===== src/design/stir_pkg.sv =====
// Package for the sorted table insert/remove block.
// Holds sizing constants, result codes and the controller/datapath interface structs.
// No dependencies.
package stir_pkg;

	// Table sizing
	localparam int CAPACITY      = 64;
	localparam int DATA_W        = 32;
	localparam int ADDR_W        = $clog2(CAPACITY);
	localparam int CNT_W         = $clog2(CAPACITY + 1);
	localparam int ENTRY_COUNT_W = 7;
	localparam int STATUS_W      = 2;

	// Request kinds
	localparam logic REQ_INSERT = 1'b0;
	localparam logic REQ_REMOVE = 1'b1;

	// Result status codes
	localparam logic [STATUS_W-1:0] ST_INSERTED  = 2'd0;
	localparam logic [STATUS_W-1:0] ST_REMOVED   = 2'd1;
	localparam logic [STATUS_W-1:0] ST_NOT_FOUND = 2'd2;
	localparam logic [STATUS_W-1:0] ST_FULL      = 2'd3;

	// Controller to datapath commands
	typedef struct packed {
		logic start;   // latch the request
		logic read;    // issue a table read (or finish-write at bottom)
		logic check;   // act on read data
		logic finish;  // load the result register
	} stir_cmd_t;

	// Datapath to controller status
	typedef struct packed {
		logic at_end;   // scan is complete
		logic stop;     // insert found its slot during this check
		logic out_free; // result register can take a new result
	} stir_sts_t;

endpackage


===== src/design/stir_ram.sv =====
// Generic single-write, single-read RAM with registered read data.
// Standalone; no package dependency.
module stir_ram #(
	parameter int WIDTH = 32,
	parameter int DEPTH = 64
) (
	input  logic                     clk,
	input  logic                     wr_en,
	input  logic [$clog2(DEPTH)-1:0] wr_addr,
	input  logic [WIDTH-1:0]         wr_data,
	input  logic [$clog2(DEPTH)-1:0] rd_addr,
	output logic [WIDTH-1:0]         rd_data
);
	logic [WIDTH-1:0] mem_q [DEPTH];
	logic [WIDTH-1:0] rd_data_q;

	// Write port
	always_ff @(posedge clk) begin
		if (wr_en) begin
			mem_q[wr_addr] <= wr_data;
		end
	end

	// Registered read port
	always_ff @(posedge clk) begin
		rd_data_q <= mem_q[rd_addr];
	end

	assign rd_data = rd_data_q;

endmodule


===== src/design/stir_ctrl.sv =====
// Controller state machine for the sorted table: sequences read/check steps.
// Depends on stir_pkg.
module stir_ctrl (
	input  logic                clk,
	input  logic                arst_n,
	input  logic                in_valid,
	output logic                in_stall,
	input  stir_pkg::stir_sts_t sts,
	output stir_pkg::stir_cmd_t cmd
);
	import stir_pkg::*;

	typedef enum logic [3:0] {
		S_IDLE  = 4'b0001,
		S_READ  = 4'b0010,
		S_CHECK = 4'b0100,
		S_FIN   = 4'b1000
	} state_t;

	state_t state_q, state_d;

	assign in_stall = (state_q != S_IDLE);

	// Next state and commands
	always_comb begin
		state_d    = state_q;
		cmd        = '0;
		unique case (state_q)
			S_IDLE: begin
				if (in_valid) begin
					cmd.start = 1'b1;
					state_d   = S_READ;
				end
			end
			S_READ: begin
				cmd.read = 1'b1;
				state_d  = sts.at_end ? S_FIN : S_CHECK;
			end
			S_CHECK: begin
				cmd.check = 1'b1;
				state_d   = sts.stop ? S_FIN : S_READ;
			end
			S_FIN: begin
				if (sts.out_free) begin
					cmd.finish = 1'b1;
					state_d    = S_IDLE;
				end
			end
			default: state_d = S_IDLE;
		endcase
	end

	always_ff @(posedge clk or negedge arst_n) begin
		if (!arst_n) begin
			state_q <= S_IDLE;
		end else begin
			state_q <= state_d;
		end
	end

endmodule


===== src/design/stir_dp.sv =====
// Datapath for the sorted table: request registers, scan index, table RAM,
// count and result register. Depends on stir_pkg and stir_ram.
module stir_dp (
	input  logic                               clk,
	input  logic                               arst_n,
	input  stir_pkg::stir_cmd_t                cmd,
	output stir_pkg::stir_sts_t                sts,
	input  logic                               req_type,
	input  logic signed [stir_pkg::DATA_W-1:0] value,
	output logic                               out_valid,
	input  logic                               out_stall,
	output logic [stir_pkg::STATUS_W-1:0]      status,
	output logic signed [stir_pkg::DATA_W-1:0] removed_value,
	output logic [stir_pkg::ENTRY_COUNT_W-1:0] entry_count
);
	import stir_pkg::*;

	// Request and scan state
	logic                  op_q;
	logic [DATA_W-1:0]     val_q;
	logic [CNT_W-1:0]      idx_q;
	logic                  found_q;
	logic                  full_q;
	logic [DATA_W-1:0]     rem_q;
	logic [CNT_W-1:0]      count_q;

	// Result register
	logic                     out_valid_q;
	logic [STATUS_W-1:0]      status_q;
	logic [DATA_W-1:0]        removed_q;
	logic [ENTRY_COUNT_W-1:0] ecount_q;

	// RAM ports
	logic              we;
	logic [ADDR_W-1:0] wa;
	logic [DATA_W-1:0] wd;
	logic [ADDR_W-1:0] ra;
	logic [DATA_W-1:0] rdata;

	logic [CNT_W-1:0]    idx_m1;
	logic                lt;
	logic                eq;
	logic [CNT_W-1:0]    count_d;
	logic [STATUS_W-1:0] status_d;
	logic [DATA_W-1:0]   removed_d;

	assign idx_m1 = idx_q - 1'b1;
	assign lt     = $signed(rdata) < $signed(val_q);
	assign eq     = (rdata == val_q);

	// Insert walks down from the top, remove walks up from the bottom
	assign ra = (op_q == REQ_REMOVE) ? idx_q[ADDR_W-1:0] : idx_m1[ADDR_W-1:0];

	assign sts.at_end   = full_q || ((op_q == REQ_INSERT) ? (idx_q == '0) : (idx_q == count_q));
	assign sts.stop     = (op_q == REQ_INSERT) && lt;
	assign sts.out_free = !out_valid_q || !out_stall;

	// Table write: shift entries and drop the new value in
	always_comb begin
		we = 1'b0;
		wa = idx_q[ADDR_W-1:0];
		wd = val_q;
		if (cmd.read && op_q == REQ_INSERT && sts.at_end && !full_q) begin
			we = 1'b1;
		end else if (cmd.check) begin
			if (op_q == REQ_INSERT) begin
				we = 1'b1;
				wd = lt ? val_q : rdata;
			end else if (found_q) begin
				we = 1'b1;
				wa = idx_m1[ADDR_W-1:0];
				wd = rdata;
			end
		end
	end

	stir_ram #(
		.WIDTH (DATA_W),
		.DEPTH (CAPACITY)
	) u_ram (
		.clk     (clk),
		.wr_en   (we),
		.wr_addr (wa),
		.wr_data (wd),
		.rd_addr (ra),
		.rd_data (rdata)
	);

	// Scan registers
	always_ff @(posedge clk) begin
		if (cmd.start) begin
			op_q    <= req_type;
			val_q   <= value;
			idx_q   <= (req_type == REQ_INSERT) ? count_q : '0;
			found_q <= 1'b0;
			full_q  <= (req_type == REQ_INSERT) && (count_q == CNT_W'(CAPACITY));
			rem_q   <= '0;
		end else if (cmd.check) begin
			if (op_q == REQ_INSERT) begin
				if (!lt) begin
					idx_q <= idx_m1;
				end
			end else begin
				if (!found_q && eq) begin
					found_q <= 1'b1;
					rem_q   <= rdata;
				end
				idx_q <= idx_q + 1'b1;
			end
		end
	end

	// Result values
	always_comb begin
		removed_d = '0;
		if (op_q == REQ_INSERT) begin
			status_d = full_q ? ST_FULL : ST_INSERTED;
			count_d  = full_q ? count_q : count_q + 1'b1;
		end else begin
			status_d  = found_q ? ST_REMOVED : ST_NOT_FOUND;
			count_d   = found_q ? count_q - 1'b1 : count_q;
			removed_d = found_q ? rem_q : '0;
		end
	end

	// Count and result valid
	always_ff @(posedge clk or negedge arst_n) begin
		if (!arst_n) begin
			count_q     <= '0;
			out_valid_q <= 1'b0;
		end else begin
			if (cmd.finish) begin
				count_q     <= count_d;
				out_valid_q <= 1'b1;
			end else if (!out_stall) begin
				out_valid_q <= 1'b0;
			end
		end
	end

	// Result payload
	always_ff @(posedge clk) begin
		if (cmd.finish) begin
			status_q  <= status_d;
			removed_q <= removed_d;
			ecount_q  <= ENTRY_COUNT_W'(count_d);
		end
	end

	assign out_valid     = out_valid_q;
	assign status        = status_q;
	assign removed_value = removed_q;
	assign entry_count   = ecount_q;

endmodule


===== src/design/sorted_table_insert_remove_core.sv =====
// Sorted table of signed 32-bit values with insert and remove requests: top level.
// Depends on stir_pkg, stir_ctrl and stir_dp.
//
// Keeps up to CAPACITY (64) values in ascending order in a single-port-read
// RAM. Each request gives one result transfer. An insert walks down from the
// top entry, moving each larger-or-equal entry up one place, until the value
// lands above a smaller entry or at the bottom. An insert into a full table
// goes straight to its result. A remove scans the whole table from the bottom,
// closing the gap behind a match. Each entry takes a read step and a check
// step, due to the registered read of the one table RAM. A request is taken
// only when the controller is idle. A finished result waits in its output
// register without blocking the next request.
module sorted_table_insert_remove_core (
	input  logic                               clk,
	input  logic                               arst_n,
	input  logic                               in_valid,
	output logic                               in_stall,
	input  logic                               req_type,
	input  logic signed [stir_pkg::DATA_W-1:0] value,
	output logic                               out_valid,
	input  logic                               out_stall,
	output logic [stir_pkg::STATUS_W-1:0]      status,
	output logic signed [stir_pkg::DATA_W-1:0] removed_value,
	output logic [stir_pkg::ENTRY_COUNT_W-1:0] entry_count
);
	import stir_pkg::*;

	stir_cmd_t cmd;
	stir_sts_t sts;

	stir_ctrl u_ctrl (
		.clk      (clk),
		.arst_n   (arst_n),
		.in_valid (in_valid),
		.in_stall (in_stall),
		.sts      (sts),
		.cmd      (cmd)
	);

	stir_dp u_dp (
		.clk           (clk),
		.arst_n        (arst_n),
		.cmd           (cmd),
		.sts           (sts),
		.req_type      (req_type),
		.value         (value),
		.out_valid     (out_valid),
		.out_stall     (out_stall),
		.status        (status),
		.removed_value (removed_value),
		.entry_count   (entry_count)
	);

endmodule


===== config.mk =====
export PLATFORM = sky130hd
export DESIGN_NAME = sorted_table_insert_remove_core
export DESIGN_NICKNAME = d
export VERILOG_FILES = /design/src/design/stir_pkg.sv /design/src/design/stir_ram.sv /design/src/design/stir_ctrl.sv /design/src/design/stir_dp.sv /design/src/design/sorted_table_insert_remove_core.sv
export SDC_FILE = /design/constraint.sdc
export NUM_CORES = 2
export LEC_CHECK = 0
export BUFFER_PORTS_ARGS = -buffer_cell sky130_fd_sc_hd__buf_2
export CORE_ASPECT_RATIO = 0.5
export CORE_MARGIN = 2
export CORE_UTILIZATION = 60
export CTS_CLUSTER_DIAMETER = 80
export CTS_CLUSTER_SIZE = 8
export DETAILED_ROUTE_END_ITERATION = 10
export PLACE_DENSITY_LB_ADDON = 0.3
export SLEW_MARGIN = 20
export SYNTH_ARGS = -nofsm -noshare
export SYNTH_HDL_FRONTEND = slang
export SYNTH_SLANG_ARGS = --single-unit

===== constraint.sdc =====
create_clock -name clk -period 4.7 [get_ports clk]
set_input_delay 0.47 -clock clk [delete_from_list [all_inputs] [get_ports clk]]
set_output_delay 0.47 -clock clk [all_outputs]
set_load 0.005 [all_outputs]

==> metrics.cfg <==
[synth]
yosys.area.top_type = edfxtp_1
netlist_instances = 3682
synth_ff_type = edfxtp_1
synth_most_common_cell = edfxtp_1
synth_warnings = 0
synth_nets = 3758
yosysTopAreaCellShare_pct = 75.5
async_flop_share_pct = 0.544
seq_area_frac_synth_pct = 77.3
synth_area_leaders = edfxtp_1 (75%), mux4_2 (17%), dfxtp_1 (1.5%), clkbuf_1 (0.59%), a22oi_1 (0.58%)
synth_area_um2 = 84800
synth.ff_latch_count = 2207
synth_edf_count = 2130
yosysUniqueCellTypes = 62
syn_avg_cell_area_um2 = 23.0
synthTopCellsByCount = edfxtp_1 (2130), mux4_2 (640), clkbuf_1 (133), nand2_1 (128), nor2_1 (102)

[route]
routed-wl-met3_um = 36100
vias = 44800
dr_wl_met2_um = 115000
drtAntennaViolNets = 0
maxUsedRoutingLayer = met5
wl_um = 247000
viasPerCell = 7.30
drc_errors = 0
wl_per_cell_um = 40.2
drt_iter0_markers = 8114
dr.pass1.iters = 6
met1_length_um = 82700

[sta]
finalCritPeriodShare_pct = 97.0
finalSetupTns_ps = 0
rsz0062_at_grt = no
relSlewSlack_pct = 19.5
min_period_ps = 4560
fmax_ghz = 0.219
setup_viol = 0
drv_slew = 0
skew_ps = 55.1
hold_violations = 0
worst_pin_slew_ps = 1210

[critical_path]
start_kind = flip-flop
crit_path_end_kind = flip-flop
required_ps = 5380
regToRegStartpoint = u_dp.idx_q[0]$_DFFE_PP_
reg2reg_slack_ps = 140
worstRegToRegCells = 8
cp_max_fo = 41
path_cells = clkinv_1 -> ha_4 -> buf_12 -> buf_12 -> mux4_2 -> mux4_2 -> a22oi_1 -> nand2_1
cpPeakStageDelay_ps = 890
path_class = flip-flop to flip-flop
critPathArrivalTime_ps = 5240
slowest_stage = a22oi_1
r2r_end = u_dp.u_ram.rd_data[20]$_DFF_P_
startpoint = u_dp.idx_q[0]$_DFFE_PP_

[clock_tree]
cts_buffers = 325
insertion_delay_ps = 900
cts_htree_levels = 5
clk_pin_slew_ps = 60
cts.sinks = 2207
cts_tree = yes
cts_buffer_depth = 4
cts-root-buf = clkbuf_16

[global_route]
antenna_found_initial = 7
grt_pass1_vias = 45600
grt_pass1_wl_um = 345000
grt_max_degree = 96
grtUsageTotal_pct = 34.7
overflow = 0

[placed_design]
hpwl_um = 113000
gp_congestion = 0.859
io_buffers = 79
place_area_um2 = 89800

[floorplanning]
rows = 97
ios = 80
start_util_pct = 60.5
die_h_um = 270
coreArea_um2 = 140000
die_w_um = 536
dieArea_um2 = 144000

[layout]
fillCellCount = 7509
drive_gt1_share_pct = 32.3
stdcell_area_um2 = 98900
final_nets = 4204
area.growth.synth_to_final_pct = 16.7

[pwr]
p_per_area_nw_per_um2 = 647
ir_worst_vdd_v = 0.000536
totalPowerFinal_mw = 64.0
power_leakage_nw = 31.8

[hold_path]
hold_path_class = input pin to async pin

[job]
max_cap_violations = 0

[run_status]
status = completed

-- worst max-delay path, delay by kind of cell, from the launching register on --
| family | cells | cell delay [ps] |
|---|---|---|
| buf+inv | 3 | 920 |
| mux | 2 | 1060 |
| flops | 1 | 510 |
| simple gates | 1 | 210 |
| fa+ha+maj | 1 | 680 |
| compound gates | 1 | 890 |
-- per-stage QoR --
stage / utilization (%) / setup WS, ps / hold WS [ps] / instances
floorplan: - / 453 / 174 / 3682
global placement: 64.1 / 432 / 361 / 5646
detailed placement: 64.1 / 291 / 369 / 5646
CTS: 70.6 / 221 / 47.8 / 6140
global route: 70.6 / 97.4 / 102 / 6140
finish: 70.6 / 140 / 123 / 6141
-- routing by layer --
| metal | vias up | track usage (%) |
|---|---|---|
| met1 | 23300 | 47.3 |
| met5 | - | 0 |
| met3 | 813 | 10.0 |
| met4 | 2 | 15.7 |
| li1 | 16500 | - |
| met2 | 4215 | 52.9 |
-- sequential cells by signal (all words and copies together) (netlist names) --
name,flops
u_dp.idx_q,7
u_dp.out_valid,1
u_dp.count_q,7
u_dp.found_q,1
u_dp.op_q,1
u_dp.rem_q,32
u_dp.full_q,1
u_ctrl.state_q,4
u_dp.u_ram.rd_data,32
u_dp.status,2
u_dp.val_q,32
u_dp.entry_count,7
u_dp.u_ram.mem_q,2048
u_dp.removed_value,32
-- kinds of logic after synthesis --
kind of cell	synth area share, %
simple gates	1.78
xor+xnor	0.372
compound gates	1.26
fa+ha+maj	0.576
buf+inv	1.08
flops	77.3
mux	17.6
-- power breakdown --
| group | internal, mW | switching, mW | total [mW] | leakage, nW |
|---|---|---|---|---|
| sequential | 22.9 | 0.412 | 23.3 | 19.9 |
| clock | 12.6 | 8.13 | 20.8 | 4.23 |
| combinational | 9.10 | 10.8 | 19.9 | 7.67 |
-- cell type report --
type	instances	area (µm²)	area share [%]
well taps	1881	2350	2.38
inverters	40	150	0.152
repair buffers	311	3180	3.21
diodes	1	2.50	0.00253
multi-input cells	1243	18900	19.1
clock inverters	7	76.3	0.0772
clock buffers	451	8690	8.79
flip-flops and latches	2207	65600	66.3
-- worst max path at each step --
| stage | end | cells after the start |
|---|---|---|
| after CTS | u_dp.u_ram.rd_data[18]$_DFF_P_ | 8 |
| after detailed placement | u_dp.u_ram.rd_data[18]$_DFF_P_ | 8 |
| final | u_dp.u_ram.rd_data[20]$_DFF_P_ | 8 |
| after global placement | u_dp.u_ram.rd_data[18]$_DFF_P_ | 8 |
| after global routing | u_dp.u_ram.rd_data[20]$_DFF_P_ | 8 |
| after floorplan | u_dp.count_q[0]$_DFFE_PN0P_ | 5 |
-- layout by cell type, fill, tap and decap left out, drive strengths merged, types with 3 or more instances in the layout --
| cell type | netlist | routed |
|---|---|---|
| nand4 | 9 | 9 |
| nand2 | 128 | 128 |
| dfxtp | 65 | 65 |
| buf | 59 | 275 |
| clkbuf | 133 | 451 |
| dlygate4sd3 | 0 | 36 |
| xor2 | 19 | 19 |
| mux4 | 640 | 640 |
| and3 | 35 | 35 |
| nand3b | 6 | 6 |
| nor2b | 3 | 3 |
| ha | 39 | 39 |
| inv | 39 | 44 |
| nor3 | 6 | 6 |
| edfxtp | 2130 | 2130 |
| mux2 | 32 | 32 |
| nand3 | 16 | 16 |
| a22oi | 65 | 65 |
| nor2 | 103 | 103 |
| nor4 | 8 | 8 |
| a31oi | 3 | 3 |
| o21ai | 19 | 19 |
| clkinv | 1 | 3 |
| xnor2 | 17 | 17 |
| dfrtp | 11 | 11 |
| a21oi | 57 | 57 |
-- timing repair --
item,CTS,global route
hold endpoints to repair,46,0
endpoints found under the setup margin,0,1
buffers inserted,0,0
hold buffers,36,0
resized for setup,0,1
No activity file was read; power rests on OpenSTA's default activity.
